===== src/hdl/atcmd_pkg.sv =====
`timescale 1ns / 1ps
// Shared types, constants and helper functions for the AT command line recogniser.
// Holds the command name table; it depends on nothing else.
package atcmd_pkg;

  localparam int TABLE_SIZE           = 23;
  localparam int NAME_MAX_LEN         = 10;
  localparam int DEFAULT_MAX_LINE     = 1024;
  localparam int DEFAULT_NUM_COMMANDS = 23;

  localparam int BYTE_W     = 8;
  localparam int INDEX_W    = 5;
  localparam int NAME_LEN_W = 4;
  localparam int LINE_LEN_W = 11;

  localparam logic [BYTE_W-1:0] CH_CR       = 8'h0D;
  localparam logic [BYTE_W-1:0] CH_EQ       = 8'h3D;
  localparam logic [BYTE_W-1:0] CH_NUL      = 8'h00;
  localparam logic [BYTE_W-1:0] CH_A_UPPER  = 8'h41;
  localparam logic [BYTE_W-1:0] CH_A_LOWER  = 8'h61;
  localparam logic [BYTE_W-1:0] CH_T_UPPER  = 8'h54;
  localparam logic [BYTE_W-1:0] CH_T_LOWER  = 8'h74;
  localparam logic [BYTE_W-1:0] CH_LC_FIRST = 8'h61;
  localparam logic [BYTE_W-1:0] CH_LC_LAST  = 8'h7A;
  localparam logic [BYTE_W-1:0] CASE_OFFSET = 8'h20;

  typedef logic [NAME_MAX_LEN*BYTE_W-1:0] name_t;

  // Names are held already folded to upper case, right-justified, first character highest.
  localparam name_t NAME_TAB [TABLE_SIZE] = '{
    "AT", "+SENDMSG", "+MALLOC", "+FILEOPEN", "+FILEREAD", "+FILEWRITE",
    "+FILESEEK", "+FILECLOSE", "+GB2UI", "+GPIOCFG", "+GPIOSET", "+GPIOGET",
    "+LPGCTRL", "+PINIRQ", "+PDP", "+TCP", "+TCPSEND", "+UDP", "+UDPSEND",
    "+VER", "+AT", "+FILECLEAR", "+MQTTPUB"
  };

  localparam logic [NAME_LEN_W-1:0] NAME_LEN [TABLE_SIZE] = '{
    4'd2, 4'd8, 4'd7, 4'd9, 4'd9, 4'd10, 4'd9, 4'd10, 4'd6, 4'd8, 4'd8, 4'd8,
    4'd8, 4'd7, 4'd4, 4'd4, 4'd8, 4'd4, 4'd8, 4'd4, 4'd3, 4'd10, 4'd8
  };

  typedef enum logic [3:0] {
    PH_HUNT    = 4'b0001,
    PH_GOT_A   = 4'b0010,
    PH_GOT_T   = 4'b0100,
    PH_COLLECT = 4'b1000
  } phase_t;

  typedef struct packed {
    logic                  found;
    logic [INDEX_W-1:0]    index;
    logic [NAME_LEN_W-1:0] name_len;
    logic [LINE_LEN_W-1:0] line_len;
    logic                  overflow;
  } result_t;

  function automatic logic [BYTE_W-1:0] fold_upper(input logic [BYTE_W-1:0] c);
    logic [BYTE_W-1:0] r;
    r = c;
    if (c >= CH_LC_FIRST && c <= CH_LC_LAST) begin
      r = c - CASE_OFFSET;
    end
    return r;
  endfunction

  // Character at position p of table entry e; zero beyond the end of the name.
  function automatic logic [BYTE_W-1:0] name_char(input int e, input logic [3:0] p);
    logic [BYTE_W-1:0] ch;
    int                sh;
    ch = CH_NUL;
    sh = 0;
    if (p < NAME_LEN[e]) begin
      sh = (int'(NAME_LEN[e]) - 1 - int'(p)) * BYTE_W;
      ch = NAME_TAB[e][sh +: BYTE_W];
    end
    return ch;
  endfunction

endpackage


===== src/hdl/at_command_line_recognizer.sv =====
`timescale 1ns / 1ps
// AT command line recogniser: takes one received byte per cycle while byte_stall is low
// and reports one result per completed line. Uses atcmd_pkg for the name table, the phase
// type and the result record.
// The block accepts one byte in every cycle in which byte_stall is low. A byte is first
// held in an input register; from there it updates the prefix hunt, the line count and one
// alive bit per table name; the carriage return ending a line registers its result.
// The result register is backed by a one-entry skid register, so bytes keep
// flowing while a result waits; byte_stall rises only when both hold a result that the
// receiver has not yet taken. Lines longer than MAX_LINE saturate the count and set
// line_overflow, and only the first NUM_COMMANDS table entries (at most 23) are searched.
module at_command_line_recognizer #(
  parameter int MAX_LINE     = atcmd_pkg::DEFAULT_MAX_LINE,
  parameter int NUM_COMMANDS = atcmd_pkg::DEFAULT_NUM_COMMANDS
) (
  input  logic                              clk,
  input  logic                              rst,
  input  logic                              byte_valid,
  output logic                              byte_stall,
  input  logic [atcmd_pkg::BYTE_W-1:0]      byte_value,
  output logic                              result_valid,
  input  logic                              result_stall,
  output logic                              command_found,
  output logic [atcmd_pkg::INDEX_W-1:0]     command_index,
  output logic [atcmd_pkg::NAME_LEN_W-1:0]  name_length,
  output logic [atcmd_pkg::LINE_LEN_W-1:0]  line_length,
  output logic                              line_overflow
);
  import atcmd_pkg::*;

  localparam int COUNT_W    = $clog2(MAX_LINE + 1);
  localparam int NUM_ACTIVE = (NUM_COMMANDS > TABLE_SIZE) ? TABLE_SIZE : NUM_COMMANDS;

  // Parser state.
  phase_t                 phase, phase_next;
  logic [COUNT_W-1:0]     count, count_next;
  logic [TABLE_SIZE-1:0]  alive, alive_next;
  logic                   ovf_seen, ovf_next;

  // Input register.
  logic                   in_v;
  logic [BYTE_W-1:0]      in_q;

  // Result register and skid register.
  result_t                main_res, skid_res, res_new;
  logic                   skid_valid;

  logic                   proc, emit, take;
  logic                   is_a, is_t, is_cr;
  logic [BYTE_W-1:0]      folded;
  logic [TABLE_SIZE-1:0]  keep;
  logic                   at_max;
  logic [COUNT_W-1:0]     col_count;
  logic [TABLE_SIZE-1:0]  col_alive;
  logic                   col_ovf;
  logic                   hit_found;
  logic [INDEX_W-1:0]     hit_index;
  logic [NAME_LEN_W-1:0]  hit_len;

  assign byte_stall = skid_valid;
  assign proc       = in_v && !skid_valid;
  assign take       = result_valid && !result_stall;

  assign folded = fold_upper(in_q);
  assign is_a   = (in_q == CH_A_UPPER) || (in_q == CH_A_LOWER);
  assign is_t   = (in_q == CH_T_UPPER) || (in_q == CH_T_LOWER);
  assign is_cr  = (in_q == CH_CR);
  assign at_max = (count == COUNT_W'(MAX_LINE));

  // Per-name compare of the byte at the current line position.
  always_comb begin
    for (int e = 0; e < TABLE_SIZE; e++) begin
      if (count < COUNT_W'(NAME_LEN[e])) begin
        keep[e] = (folded == name_char(e, count[3:0]));
      end else if (count == COUNT_W'(NAME_LEN[e])) begin
        keep[e] = (in_q == CH_EQ) || (in_q == CH_NUL);
      end else begin
        keep[e] = 1'b1;
      end
    end
  end

  // Once the line is full, further bytes are dropped and only the overflow flag moves.
  always_comb begin
    if (at_max) begin
      col_count = count;
      col_alive = alive;
      col_ovf   = 1'b1;
    end else begin
      col_count = count + COUNT_W'(1);
      col_alive = alive & keep;
      col_ovf   = ovf_seen;
    end
  end

  // Lowest-numbered surviving name that the line was long enough to contain.
  always_comb begin
    hit_found = 1'b0;
    hit_index = '0;
    hit_len   = '0;
    for (int e = NUM_ACTIVE - 1; e >= 0; e--) begin
      if (alive[e] && (count >= COUNT_W'(NAME_LEN[e]))) begin
        hit_found = 1'b1;
        hit_index = INDEX_W'(e);
        hit_len   = NAME_LEN[e];
      end
    end
  end

  always_comb begin
    phase_next = phase;
    count_next = count;
    alive_next = alive;
    ovf_next   = ovf_seen;
    emit       = 1'b0;
    res_new    = '0;
    if (proc) begin
      case (phase)
        PH_HUNT: begin
          if (is_a) begin
            phase_next = PH_GOT_A;
          end
        end
        PH_GOT_A: begin
          if (is_t) begin
            phase_next = PH_GOT_T;
          end else if (!is_a) begin
            phase_next = PH_HUNT;
          end
        end
        PH_GOT_T: begin
          if (is_cr) begin
            emit             = 1'b1;
            res_new.found    = 1'b1;
            res_new.index    = '0;
            res_new.name_len = NAME_LEN[0];
            res_new.line_len = LINE_LEN_W'(2);
            res_new.overflow = 1'b0;
            phase_next       = PH_HUNT;
          end else begin
            phase_next = PH_COLLECT;
            count_next = col_count;
            alive_next = col_alive;
            ovf_next   = col_ovf;
          end
        end
        PH_COLLECT: begin
          if (is_cr) begin
            emit             = 1'b1;
            res_new.found    = hit_found;
            res_new.index    = hit_index;
            res_new.name_len = hit_len;
            res_new.line_len = LINE_LEN_W'(count);
            res_new.overflow = ovf_seen;
            phase_next       = PH_HUNT;
            count_next       = '0;
            alive_next       = '1;
            ovf_next         = 1'b0;
          end else begin
            count_next = col_count;
            alive_next = col_alive;
            ovf_next   = col_ovf;
          end
        end
        default: begin
          phase_next = PH_HUNT;
          count_next = '0;
          alive_next = '1;
          ovf_next   = 1'b0;
        end
      endcase
    end
  end

  always_ff @(posedge clk) begin
    if (rst) begin
      phase        <= PH_HUNT;
      count        <= '0;
      alive        <= '1;
      ovf_seen     <= 1'b0;
      in_v         <= 1'b0;
      result_valid <= 1'b0;
      skid_valid   <= 1'b0;
    end else begin
      phase    <= phase_next;
      count    <= count_next;
      alive    <= alive_next;
      ovf_seen <= ovf_next;
      if (!skid_valid) begin
        in_v <= byte_valid;
      end
      if (skid_valid) begin
        if (take) begin
          skid_valid <= 1'b0;
        end
      end else if (emit) begin
        if (result_valid && !take) begin
          skid_valid <= 1'b1;
        end else begin
          result_valid <= 1'b1;
        end
      end else if (take) begin
        result_valid <= 1'b0;
      end
    end
  end

  always_ff @(posedge clk) begin
    if (!skid_valid) begin
      in_q <= byte_value;
    end
    if (skid_valid) begin
      if (take) begin
        main_res <= skid_res;
      end
    end else if (emit) begin
      if (result_valid && !take) begin
        skid_res <= res_new;
      end else begin
        main_res <= res_new;
      end
    end
  end

  assign command_found = main_res.found;
  assign command_index = main_res.index;
  assign name_length   = main_res.name_len;
  assign line_length   = main_res.line_len;
  assign line_overflow = main_res.overflow;

  a_skid_behind_main: assert property (@(posedge clk) disable iff (rst)
    skid_valid |-> result_valid)
    else $error("skid register holds a result while the output register is empty");

  a_count_saturates: assert property (@(posedge clk) disable iff (rst)
    count <= COUNT_W'(MAX_LINE))
    else $error("line count went past the maximum line length");

  a_overflow_at_max: assert property (@(posedge clk) disable iff (rst)
    ovf_seen |-> at_max)
    else $error("overflow flag set while the line count is below the maximum");

  a_idle_state_clear: assert property (@(posedge clk) disable iff (rst)
    (phase != PH_COLLECT) |-> (count == '0 && alive == '1 && !ovf_seen))
    else $error("line state not cleared outside the collecting phase");

  a_found_in_range: assert property (@(posedge clk) disable iff (rst)
    (result_valid && command_found) |->
      (name_length != '0 && command_index < INDEX_W'(NUM_ACTIVE)))
    else $error("reported command lies outside the searched table entries");

endmodule


===== config.mk =====
export PLATFORM = sky130hd
export DESIGN_NAME = at_command_line_recognizer
export DESIGN_NICKNAME = d
export VERILOG_FILES = /design/src/hdl/atcmd_pkg.sv /design/src/hdl/at_command_line_recognizer.sv
export SDC_FILE = /design/constraint.sdc
export NUM_CORES = 1
export LEC_CHECK = 0
export BUFFER_PORTS_ARGS = -buffer_cell sky130_fd_sc_hd__buf_4
export CAP_MARGIN = 20
export CORE_AREA = 2 2 121 123
export CTS_CLUSTER_DIAMETER = 60
export DETAILED_ROUTE_END_ITERATION = 16
export DIE_AREA = 0 0 123 125
export HOLD_SLACK_MARGIN = 0.12
export PLACE_DENSITY = 0.77
export SLEW_MARGIN = 40
export SYNTH_ARGS = -nofsm -noshare
export SYNTH_HDL_FRONTEND = slang
export SYNTH_SLANG_ARGS = --single-unit

===== constraint.sdc =====
create_clock -name clk -period 5.8 [get_ports clk]
set_input_delay 1.16 -clock clk [delete_from_list [all_inputs] [get_ports clk]]
set_output_delay 1.16 -clock clk [all_outputs]
set_load 0.01 [all_outputs]

## After elaboration in Yosys (flattened, before gate mapping)

Index checks and enable logic that the tools add are counted.

| storage, ports and cells | value |
|---|---|
| bits in writable memories | 0 |
| word-level logic and storage cells | 355 |
| bits of input ports | 12 |
| bits in latches | 0 |
| memories kept | 0 |
| flip-flop bits (word level) | 94 |
| bits in read-only memories | 0 |
| output and inout port bits | 24 |

| cells by class | value |
|---|---|
| shift operators | 23 |
| multipliers | 0 |
| order comparisons | 26 |
| equal/unequal tests | 49 |
| bitwise operators | 3 |
| div/mod/pow operators | 0 |
| reduce and logical (&&, ||, !) cells | 43 |
| add/sub/neg operators | 10 |
| multiplexer cells | 183 |

Operators with widths:

| operator | count |
|---|---|
| variable part select 80 x 8 -> 8 bit, first input constant | 23 |
| 2-to-1 mux 8 bit | 47 |
| equality test 8 bit | 23 |
| 2-to-1 mux 22 bit | 7 |
| 2-to-1 mux 5 bit | 23 |
| 2-to-1 mux 4 bit | 28 |
| 2-to-1 mux 23 bit | 3 |
| case mux 23 bit (3 select lines) | 1 |
| 2-to-1 mux 1 bit | 67 |
| case mux 22 bit (2 select lines) | 1 |
| equality test 11 x 3 -> 1 bit, second input constant | 3 |
| equality test 11 x 4 -> 1 bit, second input constant | 3 |
| >= comparator 11 x 3 -> 1 bit, second input constant | 3 |
| >= comparator 11 x 4 -> 1 bit, second input constant | 3 |
| < comparator 11 x 3 -> 1 bit, second input constant | 3 |
| < comparator 11 x 4 -> 1 bit, second input constant | 3 |
| 2-to-1 mux 11 bit | 3 |
| case mux 11 bit (3 select lines) | 1 |
| equality test 8 x 7 -> 1 bit, second input constant | 4 |
| logical AND 1 bit | 27 |
| AND 23 bit | 1 |
| equality test 11 x 2 -> 1 bit, second input constant | 2 |
| >= comparator 11 x 2 -> 1 bit, second input constant | 2 |
| < comparator 11 x 2 -> 1 bit, second input constant | 2 |
| 31 further kinds | 54 |

## Logic depth before layout (Yosys ltp)

Gate-level depths: netlist of the first run.

| depth | value |
|---|---|
| depth in word-level cells | 31 |
| gate-level depth with buffers | 15 |
| mapped depth without buffers | 10 |

## Worst setup path before layout of the first run

No wires, ideal clock.

| timing | value |
|---|---|
| path type | reg2reg |
| start point | register count[1] |
| end point | register alive[4] |
| period minus slack after synthesis | 3.309 ns |
| stages on the path, launching flop included | 13 |
| path slack | 2.491 ns |
| buffers on the path | 2 |
| arrival | 3.235 ns |
| data required time | 5.726 ns |
| library setup time | 0.074 ns |
| cells stage by stage | dfxtp_1 -> clkbuf_1 -> inv_1 -> clkbuf_1 -> ha_1 -> ha_1 -> nor4bb_1 -> xnor2_1 -> a22oi_1 -> a21oi_1 -> o21ai_0 -> or4_1 -> a31oi_1 |

| between the ends | value |
|---|---|
| longest elaborated chain between the ends | 10 |
| elaborated cells on any way between the ends | 16 |
| classes of those cells | add/sub: 1; order compare: 2; eq/ne: 3; shift: 1; mux: 8; bitwise: 1 |

RTL lines:

| element | RTL line | text |
|---|---|---|
| start, declared | at_command_line_recognizer.sv:36 | `logic [COUNT_W-1:0] count, count_next;` |
| start signal, assigned | at_command_line_recognizer.sv:186 | `count <= count_next;` |
| subtractor 4 x 4 -> 5 bit | atcmd_pkg.sv:73 | `sh = (int'(NAME_LEN[e]) - 1 - int'(p)) * BYTE_W;` |
| variable part select 80 x 8 -> 8 bit | atcmd_pkg.sv:74 | `ch = NAME_TAB[e][sh +: BYTE_W];` |
| 2-to-1 mux 8 bit | atcmd_pkg.sv:72 | `if (p < NAME_LEN[e]) begin` |
| 2-to-1 mux 8 bit | at_command_line_recognizer.sv:73 | `if (count < COUNT_W'(NAME_LEN[e])) begin` |
| equality test 8 bit | at_command_line_recognizer.sv:74 | `keep[e] = (folded == name_char(e, count[3:0]));` |
| 2-to-1 mux 1 bit | at_command_line_recognizer.sv:73 |  |
| AND 23 bit | at_command_line_recognizer.sv:91 | `col_alive = alive & keep;` |
| 2-to-1 mux 23 bit * | at_command_line_recognizer.sv:85 | `if (at_max) begin` |
| 2-to-1 mux 23 bit (on tied branches) | at_command_line_recognizer.sv:148, at_command_line_recognizer.sv:132 |  |
| case mux 23 bit (3 select lines) * | at_command_line_recognizer.sv:118 | `case (phase)` |
| end signal, assigned | at_command_line_recognizer.sv:187 | `alive <= alive_next;` |
| end, declared | at_command_line_recognizer.sv:37 | `logic [TABLE_SIZE-1:0] alive, alive_next;` |

Mark *: on every way between the ends. The rest lies on a longest branch, timed or not. The select of a mux whose other input is x is not followed.
A chain may end at the register's enable or synchronous reset.

## Worst setup path after layout of the first run

| timing | value |
|---|---|
| start point | register count[2] |
| end point | register main_res (netlist bit command_found), data pin |

| between the ends | value |
|---|---|
| longest elaborated chain between the ends | 31 |
| elaborated cells on any way between the ends | 60 |
| classes of those cells | order compare: 8; mux: 29; reduce/logical: 23 |

RTL lines:

| element | RTL line | text |
|---|---|---|
| >= comparator 11 x 4 -> 1 bit | at_command_line_recognizer.sv:102 | `if (alive[e] && (count >= COUNT_W'(NAME_LEN[e]))) begin` |
| logical AND 1 bit | at_command_line_recognizer.sv:102 |  |
| 2-to-1 mux 1 bit (22 in series) | at_command_line_recognizer.sv:102 |  |
| 2-to-1 mux 1 bit * | at_command_line_recognizer.sv:102 |  |
| 2-to-1 mux 22 bit * | at_command_line_recognizer.sv:148 | `if (is_cr) begin` |
| case mux 22 bit (2 select lines) * | at_command_line_recognizer.sv:118 |  |
| 2-to-1 mux 22 bit * | at_command_line_recognizer.sv:117 | `if (proc) begin` |
| 2-to-1 mux 22 bit * | at_command_line_recognizer.sv:217 | `if (result_valid && !take) begin` |
| 2-to-1 mux 22 bit * | at_command_line_recognizer.sv:216 | `end else if (emit) begin` |
| 2-to-1 mux 22 bit * | at_command_line_recognizer.sv:212 | `if (skid_valid) begin` |
| end signal, assigned | at_command_line_recognizer.sv:214 | `main_res <= skid_res;` |
| end signal, assigned | at_command_line_recognizer.sv:220 | `main_res <= res_new;` |
| end, declared | at_command_line_recognizer.sv:45 | `result_t main_res, skid_res, res_new;` |

Marks and branches as above.

==> flow_summary.json, run 1 <==
{
  "period_needed_ps": 3990,
  "gp_congestion": 1.01,
  "grt_pass1_wl_mm": 41.5,
  "clock.fmax_mhz": 250,
  "r2r-start": "count[2]",
  "p_switching_mw": 0.378,
  "reg2reg_to": "command_found",
  "ir_drop_v": 0.000136,
  "arrival_ps": 4090,
  "cts_setup_buffers": 0,
  "rows": 44,
  "die_x_um": 123,
  "outcome": "finished clean",
  "grt_pass1_vias": 7781,
  "cts.clk_slew.worst_paths_ps": 80,
  "synth_area_um2": 8310,
  "slew_viol_final": 0,
  "root_buffer": "clkbuf_16",
  "hold_viol": 0,
  "ys_types": 85,
  "hold_class": "reg -> reg",
  "ctsHoldBuffers": 0,
  "syn_nets": 1114,
  "viasPerCell": 6.89,
  "final_antenna_net_count": 0,
  "worst-r2r-setup-slack_ps": 1810,
  "crit_chain": "buf_4 > inv_1 > ha_1 > nand2b_1 > a211oi_1 > and2_1 > o21ai_2 > or4_4 > nor3_2 > o21ai_1",
  "pwr-share-comb": 0.088,
  "nFillCells": 1270,
  "seq_power_share": 0.480,
  "cp.required_ps": 5890,
  "swShare": 0.257,
  "grt_start_max_net_pins": 87,
  "vias": 8607,
  "regArea_um2": 2400,
  "synthArstFlopShare": 0,
  "slew_headroom": 0.412,
  "die_area_um2": 15400,
  "yosysTopAreaCellShare": 0.188,
  "finalNetCount": 1090,
  "endpoint_kind": "register",
  "fin_skew_ps": 11.6,
  "dp_hpwl_mm": 18.1,
  "pin_count": 36,
  "drv_cap": 0,
  "dieHeight_um": 125,
  "reg2reg_depth": 10,
  "crit_fanout": 42,
  "synthToLayoutAreaGrowth_pct": 7.52,
  "htree_num_levels": 3,
  "rsz0062_at_grt": "false",
  "cts_resized": 0,
  "period_share": 0.689,
  "yosysWarnings": 0,
  "cp-endpoint": "command_found",
  "firstDrtPassIters": 6,
  "numPortBuffers": 35,
  "ys_top_cells_by_area": "edfxtp_1 19%, dfxtp_1 10%, a21oi_1 5.1%, o21ai_0 5.0%, xnor2_1 4.9%",
  "cts_tree": "done",
  "synth_ff_type": "edfxtp_1",
  "finalSetupViolCount": 0,
  "grt.total_usage": 0.339,
  "cp-start-kind": "register",
  "clk_path_buf_depth": 2,
  "core_um2": 14200,
  "finalSetupTns_ps": 0,
  "utilization": 0.629,
  "multi_input_area_um2": 5500,
  "yosysSeqAreaShare": 0.289,
  "start_util": 0.585,
  "crit_type": "reg -> reg",
  "wl_per_cell_um": 20.8,
  "synth-edff-count": 52,
  "p_leak_nw": 3.22,
  "min_path_cells": 2,
  "synth_cells": 1083,
  "cp_slowest_cell": "ha_1",
  "cts.sinks": 94,
  "synth.avg_cell_area_um2": 7.67,
  "ys_ff_latch": 94,
  "drt-total-wl_mm": 26.0,
  "clock_latency_ps": 360,
  "tightest_slew_ps": 878,
  "p_int_mw": 1.09,
  "synth_top_area_cell": "edfxtp_1",
  "overflow": 0,
  "antenna_found_initial": 1,
  "crit_path_start": "count[2]",
  "cts_buffers": 9,
  "drtIter0Drc": 1168,
  "worst_path_largest_cell_delay_ps": 680,
  "drc": 0,
  "power_density_nw_per_um2": 165,
  "drive_above_1_share": 0.108,
  "clock_power_share": 0.432
}
[sequential cells by signal, summed over array words and instances (netlist names), 4 cells and up]
| name | flops |
|---|---|
| line_length | 11 |
| skid_res | 22 |
| phase | 4 |
| alive | 23 |
| command_index | 5 |
| name_length | 4 |
| count | 11 |
| in_q | 8 |
[synthesized netlist by cell type (all sizes together) (13+ instances only)]
master / instances
nand2b: 24
a31oi: 18
nand4: 21
nor4: 21
and3: 14
ha: 19
buf: 33
o22ai: 13
nor2: 91
nor3: 45
xnor2: 46
and2: 15
nor2b: 21
o31ai: 17
dfxtp: 42
nand3: 40
o21ai: 91
edfxtp: 52
inv: 16
nand2: 92
a21oi: 85
xor2: 15
a21o: 22
clkbuf: 57
[per-stage QoR]
stage               total power, mW  hold WS, ps  cell area [µm²]  instances  setup slack [ps]
global route                   1.50          537             8930       1248              1620
finish                         1.47          492             8930       1249              1810
detailed placement            0.845          466             8600       1232              1930
global placement              0.844          470             8580       1230              2050
CTS                            1.46          484             8910       1248              1890
floorplan                     0.809          428             8310       1083              2490
[area by class of cell]
class,count,share of cell area
repair buffers,55,0.0467
clock buffers,9,0.0252
well taps,184,0.0258
inverters,18,0.00757
clock inverters,7,0.00967
diodes,1,0.000280
flip-flops and latches,94,0.269
multi-input cells,881,0.616
[worst min-delay path by stage]
| stage | from | to | slack [ps] |
|---|---|---|---|
| detailed placement | ovf_seen | ovf_seen | 470 |
| global route | ovf_seen | ovf_seen | 540 |
| finish | ovf_seen | ovf_seen | 490 |
| floorplan | ovf_seen | ovf_seen | 430 |
| global placement | ovf_seen | ovf_seen | 470 |
| CTS | ovf_seen | ovf_seen | 480 |
[power by group through the flow]
| stage | clock network [mW] | registers [mW] | logic [mW] |
|---|---|---|---|
| detailed placement | 0 | 0.721 | 0.124 |
| CTS | 0.632 | 0.706 | 0.125 |
| global route | 0.661 | 0.706 | 0.138 |
| floorplan | 0 | 0.718 | 0.0910 |
| global placement | 0 | 0.721 | 0.123 |
| finish | 0.634 | 0.706 | 0.129 |
[critical path, delay by kind of cell (launching register included)]
family / cells / cell delay (ps)
compound gates: 3 / 630
fa+ha+maj: 1 / 680
buf+inv: 2 / 750
flops: 1 / 300
simple gates: 4 / 1350
[cell usage in the layout (no fill, tap or decap), types with 16 or more instances in the layout]
cell type,Yosys,routed
nand3_1,40,40
nor2_1,91,91
buf_4,2,54
nor2b_1,21,20
ha_1,19,19
nand2b_1,24,24
nor4_1,20,19
o21ai_0,83,83
xnor2_1,46,46
nand2_1,91,91
a21o_1,22,22
nor3_1,43,43
dfxtp_1,42,40
nand4_1,21,21
a31oi_1,18,18
edfxtp_1,52,52
a21oi_1,85,85
o31ai_1,17,16
[cells by family after synthesis]
logic type	synth area share
and+or+nand+nor	0.282
xor gates and xnor gates	0.0643
adders and majority gates	0.0286
AOI/OAI and AO/OA	0.273
muxes	0.00979
buffers and inverters	0.0532
DFF	0.289
[layer usage]
metal  track usage  share of wire  vias up
li1              -              -     4001
met1         0.464           0.41     3974
met2         0.519           0.45      528
met3        0.0575          0.098      104
met4         0.162          0.045        0
met5             0              0        -
(Power assumes the default switching activity.)
==> run 2: changes to the inputs <==
--- a/config.mk
+++ b/config.mk
@@ -5,6 +5,7 @@
 export SDC_FILE = /design/constraint.sdc
 export NUM_CORES = 1
 export LEC_CHECK = 0
+export ABC_AREA = 1
 export BUFFER_PORTS_ARGS = -buffer_cell sky130_fd_sc_hd__buf_4
 export CAP_MARGIN = 20
 export CORE_AREA = 2 2 121 123
@@ -12,7 +13,7 @@
 export DETAILED_ROUTE_END_ITERATION = 16
 export DIE_AREA = 0 0 123 125
 export HOLD_SLACK_MARGIN = 0.12
-export PLACE_DENSITY = 0.77
+export PLACE_DENSITY = 0.76
 export SLEW_MARGIN = 40
 export SYNTH_ARGS = -nofsm -noshare
 export SYNTH_HDL_FRONTEND = slang
==> constraint.sdc (replaced) <==
create_clock -name clk -period 3.4 [get_ports clk]
set_input_delay 0.68 -clock clk [delete_from_list [all_inputs] [get_ports clk]]
set_output_delay 0.68 -clock clk [all_outputs]
set_load 0.01 [all_outputs]
==> run 2 against run 1 <==
Effect of this change: non-clock buffer count grew 4; die area is the same; register-to-register slack lost 1600 ps; setup slack lost 1600 ps; final area shrank 3.3%; first-iteration DRC count shrank 35%; critical path depth grew 6; count of clock-buffer cells in the layout grew 1; sequential power grew 77%; area after synthesis shrank 5.7%; largest cell class unchanged; highest routed layer unchanged.
==> flow_summary.json, run 2 <==
{
  "period_needed_ps": 3160,
  "ys_ff_latch": 94,
  "cp-endpoint": "alive[6]",
  "synth_top_area_cell": "edfxtp_1",
  "clock.fmax_mhz": 317,
  "critPathBufInv": 4,
  "hold_viol": 0,
  "finalNetCount": 1210,
  "ys_types": 60,
  "final_common_cell": "nand2_1",
  "final_antenna_net_count": 0,
  "synthArstFlopShare": 0,
  "slew_headroom": 0.525,
  "final_cell_mix": "248 x nand2_1, 141 x nor2_1, 118 x inv_1",
  "cts_buffers": 9,
  "drt-total-wl_mm": 22.2,
  "wl_per_cell_um": 16.2,
  "numPortBuffers": 35,
  "grt_pass1_wl_mm": 36.2,
  "reg2reg_depth": 16,
  "period_share": 0.928,
  "largest_register_ffs": 23,
  "synth_ff_type": "edfxtp_1",
  "tightest_slew_ps": 706,
  "hold_class": "reg -> reg",
  "overflow": 0,
  "fin_skew_ps": 9.23,
  "synth_commonest_cells": "248 x nand2_1, 142 x nor2_1, 118 x inv_1, 69 x o21ai_0, 68 x xor2_1",
  "root_buffer": "clkbuf_16",
  "fin_area_um2": 8630,
  "firstDrtPassIters": 6,
  "arrival_ps": 3440,
  "grt.total_usage": 0.296,
  "regMostFlops": "alive",
  "worst_path_largest_cell_delay_ps": 460,
  "crit_fanout": 10,
  "crit_type": "reg -> reg",
  "n_antenna_cell": 0,
  "finalSetupTns_ps": 0,
  "whs_ps": 452,
  "vias": 7784,
  "yosysWarnings": 0,
  "dp_cells": 1352,
  "nFillCells": 1341,
  "cts_tree": "done",
  "gp_congestion": 0.992,
  "start_util": 0.551,
  "endpoint_kind": "register",
  "die_x_um": 123,
  "ir_drop_v": 0.000236,
  "synth-edff-count": 52,
  "antenna_found_initial": 0,
  "clk_path_buf_depth": 2,
  "die_area_um2": 15400,
  "crit_family": "simple AND/OR/NAND/NOR gates",
  "yosysTopAreaCellShare": 0.199,
  "grt_pass1_vias": 7091,
  "crit_path_start": "count[3]",
  "cp.required_ps": 3690,
  "cts.clk_slew.worst_paths_ps": 70,
  "p_leak_nw": 4.09,
  "regArea_um2": 2400,
  "crit_chain": "buf_4 > ha_1 > nand2_1 > inv_2 > nor2_2 > nor2_2 > inv_1 > nor3_1 > nand2_1 > inv_1 > xor2_1 > nor3b_2 > nand4_1 > a21boi_1 > o21ai_0 > nand2_1",
  "yosysSeqAreaShare": 0.307,
  "power_density_nw_per_um2": 354,
  "drtIter0Drc": 763,
  "core_um2": 14200,
  "slew_viol_final": 0,
  "finalSetupViolCount": 0,
  "outcome": "finished clean",
  "dieHeight_um": 125,
  "cp_slowest_cell": "dfxtp_1",
  "rsz0062_at_grt": "false",
  "ys_top_cells_by_area": "edfxtp_1 20%, nand2_1 12%, dfxtp_1 11%, xor2_1 7.6%, nor2_1 6.8%",
  "clock_latency_ps": 350,
  "crit_cells": 16,
  "htree_num_levels": 3,
  "fin_cells": 1367,
  "multi_input_area_um2": 4720,
  "drv_cap": 0,
  "dp_hpwl_mm": 17.0,
  "synth_area_um2": 7830,
  "viasPerCell": 5.69,
  "synth_cells": 1147,
  "drive_above_1_share": 0.137,
  "rows": 44,
  "reg2reg_to": "alive[6]",
  "cp-start-kind": "register",
  "worst-r2r-setup-slack_ps": 240,
  "drc": 0,
  "syn_nets": 1178,
  "r2r-start": "count[3]",
  "placed_area_um2": 8330,
  "synthToLayoutAreaGrowth_pct": 10.3,
  "path_common_cell": "nand2_1",
  "synth.most_common_cell": "nand2_1",
  "reg.largest.list": "alive x23, skid_res x22",
  "grt_start_max_net_pins": 29,
  "synth.avg_cell_area_um2": 6.83,
  "pin_count": 36,
  "cts.sinks": 94,
  "cts_setup_buffers": 0
}
-- run 2: changes by cell type in the layout (fill, tap and decap cells not counted), sizes merged, moves of 24 or more --
| cell | change |
|---|---|
| nor2 | +76 |
| nand2 | +175 |
| xnor2 | -43 |
| inv | +121 |
| xor2 | +53 |
| a21oi | -33 |
| nand3 | +28 |
| nand2b | -24 |
-- run 2: power by group --
group | switching (mW) | total, mW | internal, mW
Combinational | 0.517 | 0.783 | 0.266
Clock | 0.434 | 1.02 | 0.587
Sequential | 0.0274 | 1.25 | 1.22
-- run 2: how the worst min path moves through the flow --
stage	from	endpoint	cells after the start
after floorplan	alive[14]	alive[14]	2
after global placement	alive[22]	alive[22]	2
after detailed placement	alive[14]	alive[14]	2
after CTS	alive[14]	alive[14]	2
after global routing	alive[11]	alive[11]	2
final	alive[11]	alive[11]	2
-- run 2: cells by family after synthesis --
family                     share of synthesized area
AOI/OAI and AO/OA                              0.148
xor gates and xnor gates                      0.0794
adders and majority gates                     0.0304
buffers and inverters                         0.0914
DFF                                            0.307
and+or+nand+nor                                0.344
-- run 2: area by class of cell --
class | instances | area share
clock buffers | 10 | 0.0277
clock inverters | 5 | 0.00681
inverters | 143 | 0.0625
multi-input cells | 872 | 0.547
flip-flops and latches | 94 | 0.278
well taps | 184 | 0.0267
repair buffers | 59 | 0.0513
-- run 2: metal layers --
| metal | share of wire | track usage |
|---|---|---|
| met1 | 0.45 | 0.423 |
| met2 | 0.45 | 0.454 |
| met3 | 0.075 | 0.0397 |
| met4 | 0.032 | 0.113 |
| met5 | 0 | 0 |
-- run 2: metrics by stage --
stage | utilization | power [mW] | setup WS, ps
floorplan | - | 1.86 | 404
global placement | 0.587 | 2.03 | 286
detailed placement | 0.587 | 2.03 | 330
CTS | 0.608 | 3.04 | 285
global route | 0.608 | 3.19 | 26.2
finish | 0.608 | 3.05 | 245
-- run 2: worst register-to-register path: stages (launching register included) --
cell and delay [ps]:
dfxtp_1 460, buf_4 250, ha_1 270, nand2_1 150
inv_2 160, nor2_2 90, nor2_2 120, inv_1 90
nor3_1 220, nand2_1 150, inv_1 110, xor2_1 230
nor3b_2 290, nand4_1 190, a21boi_1 170, o21ai_0 90
nand2_1 60
-- run 2: what timing repair did --
action	4_1_cts	5_1_grt
gates resized for setup	0	1
setup endpoints to repair	0	1
hold buffers	0	0
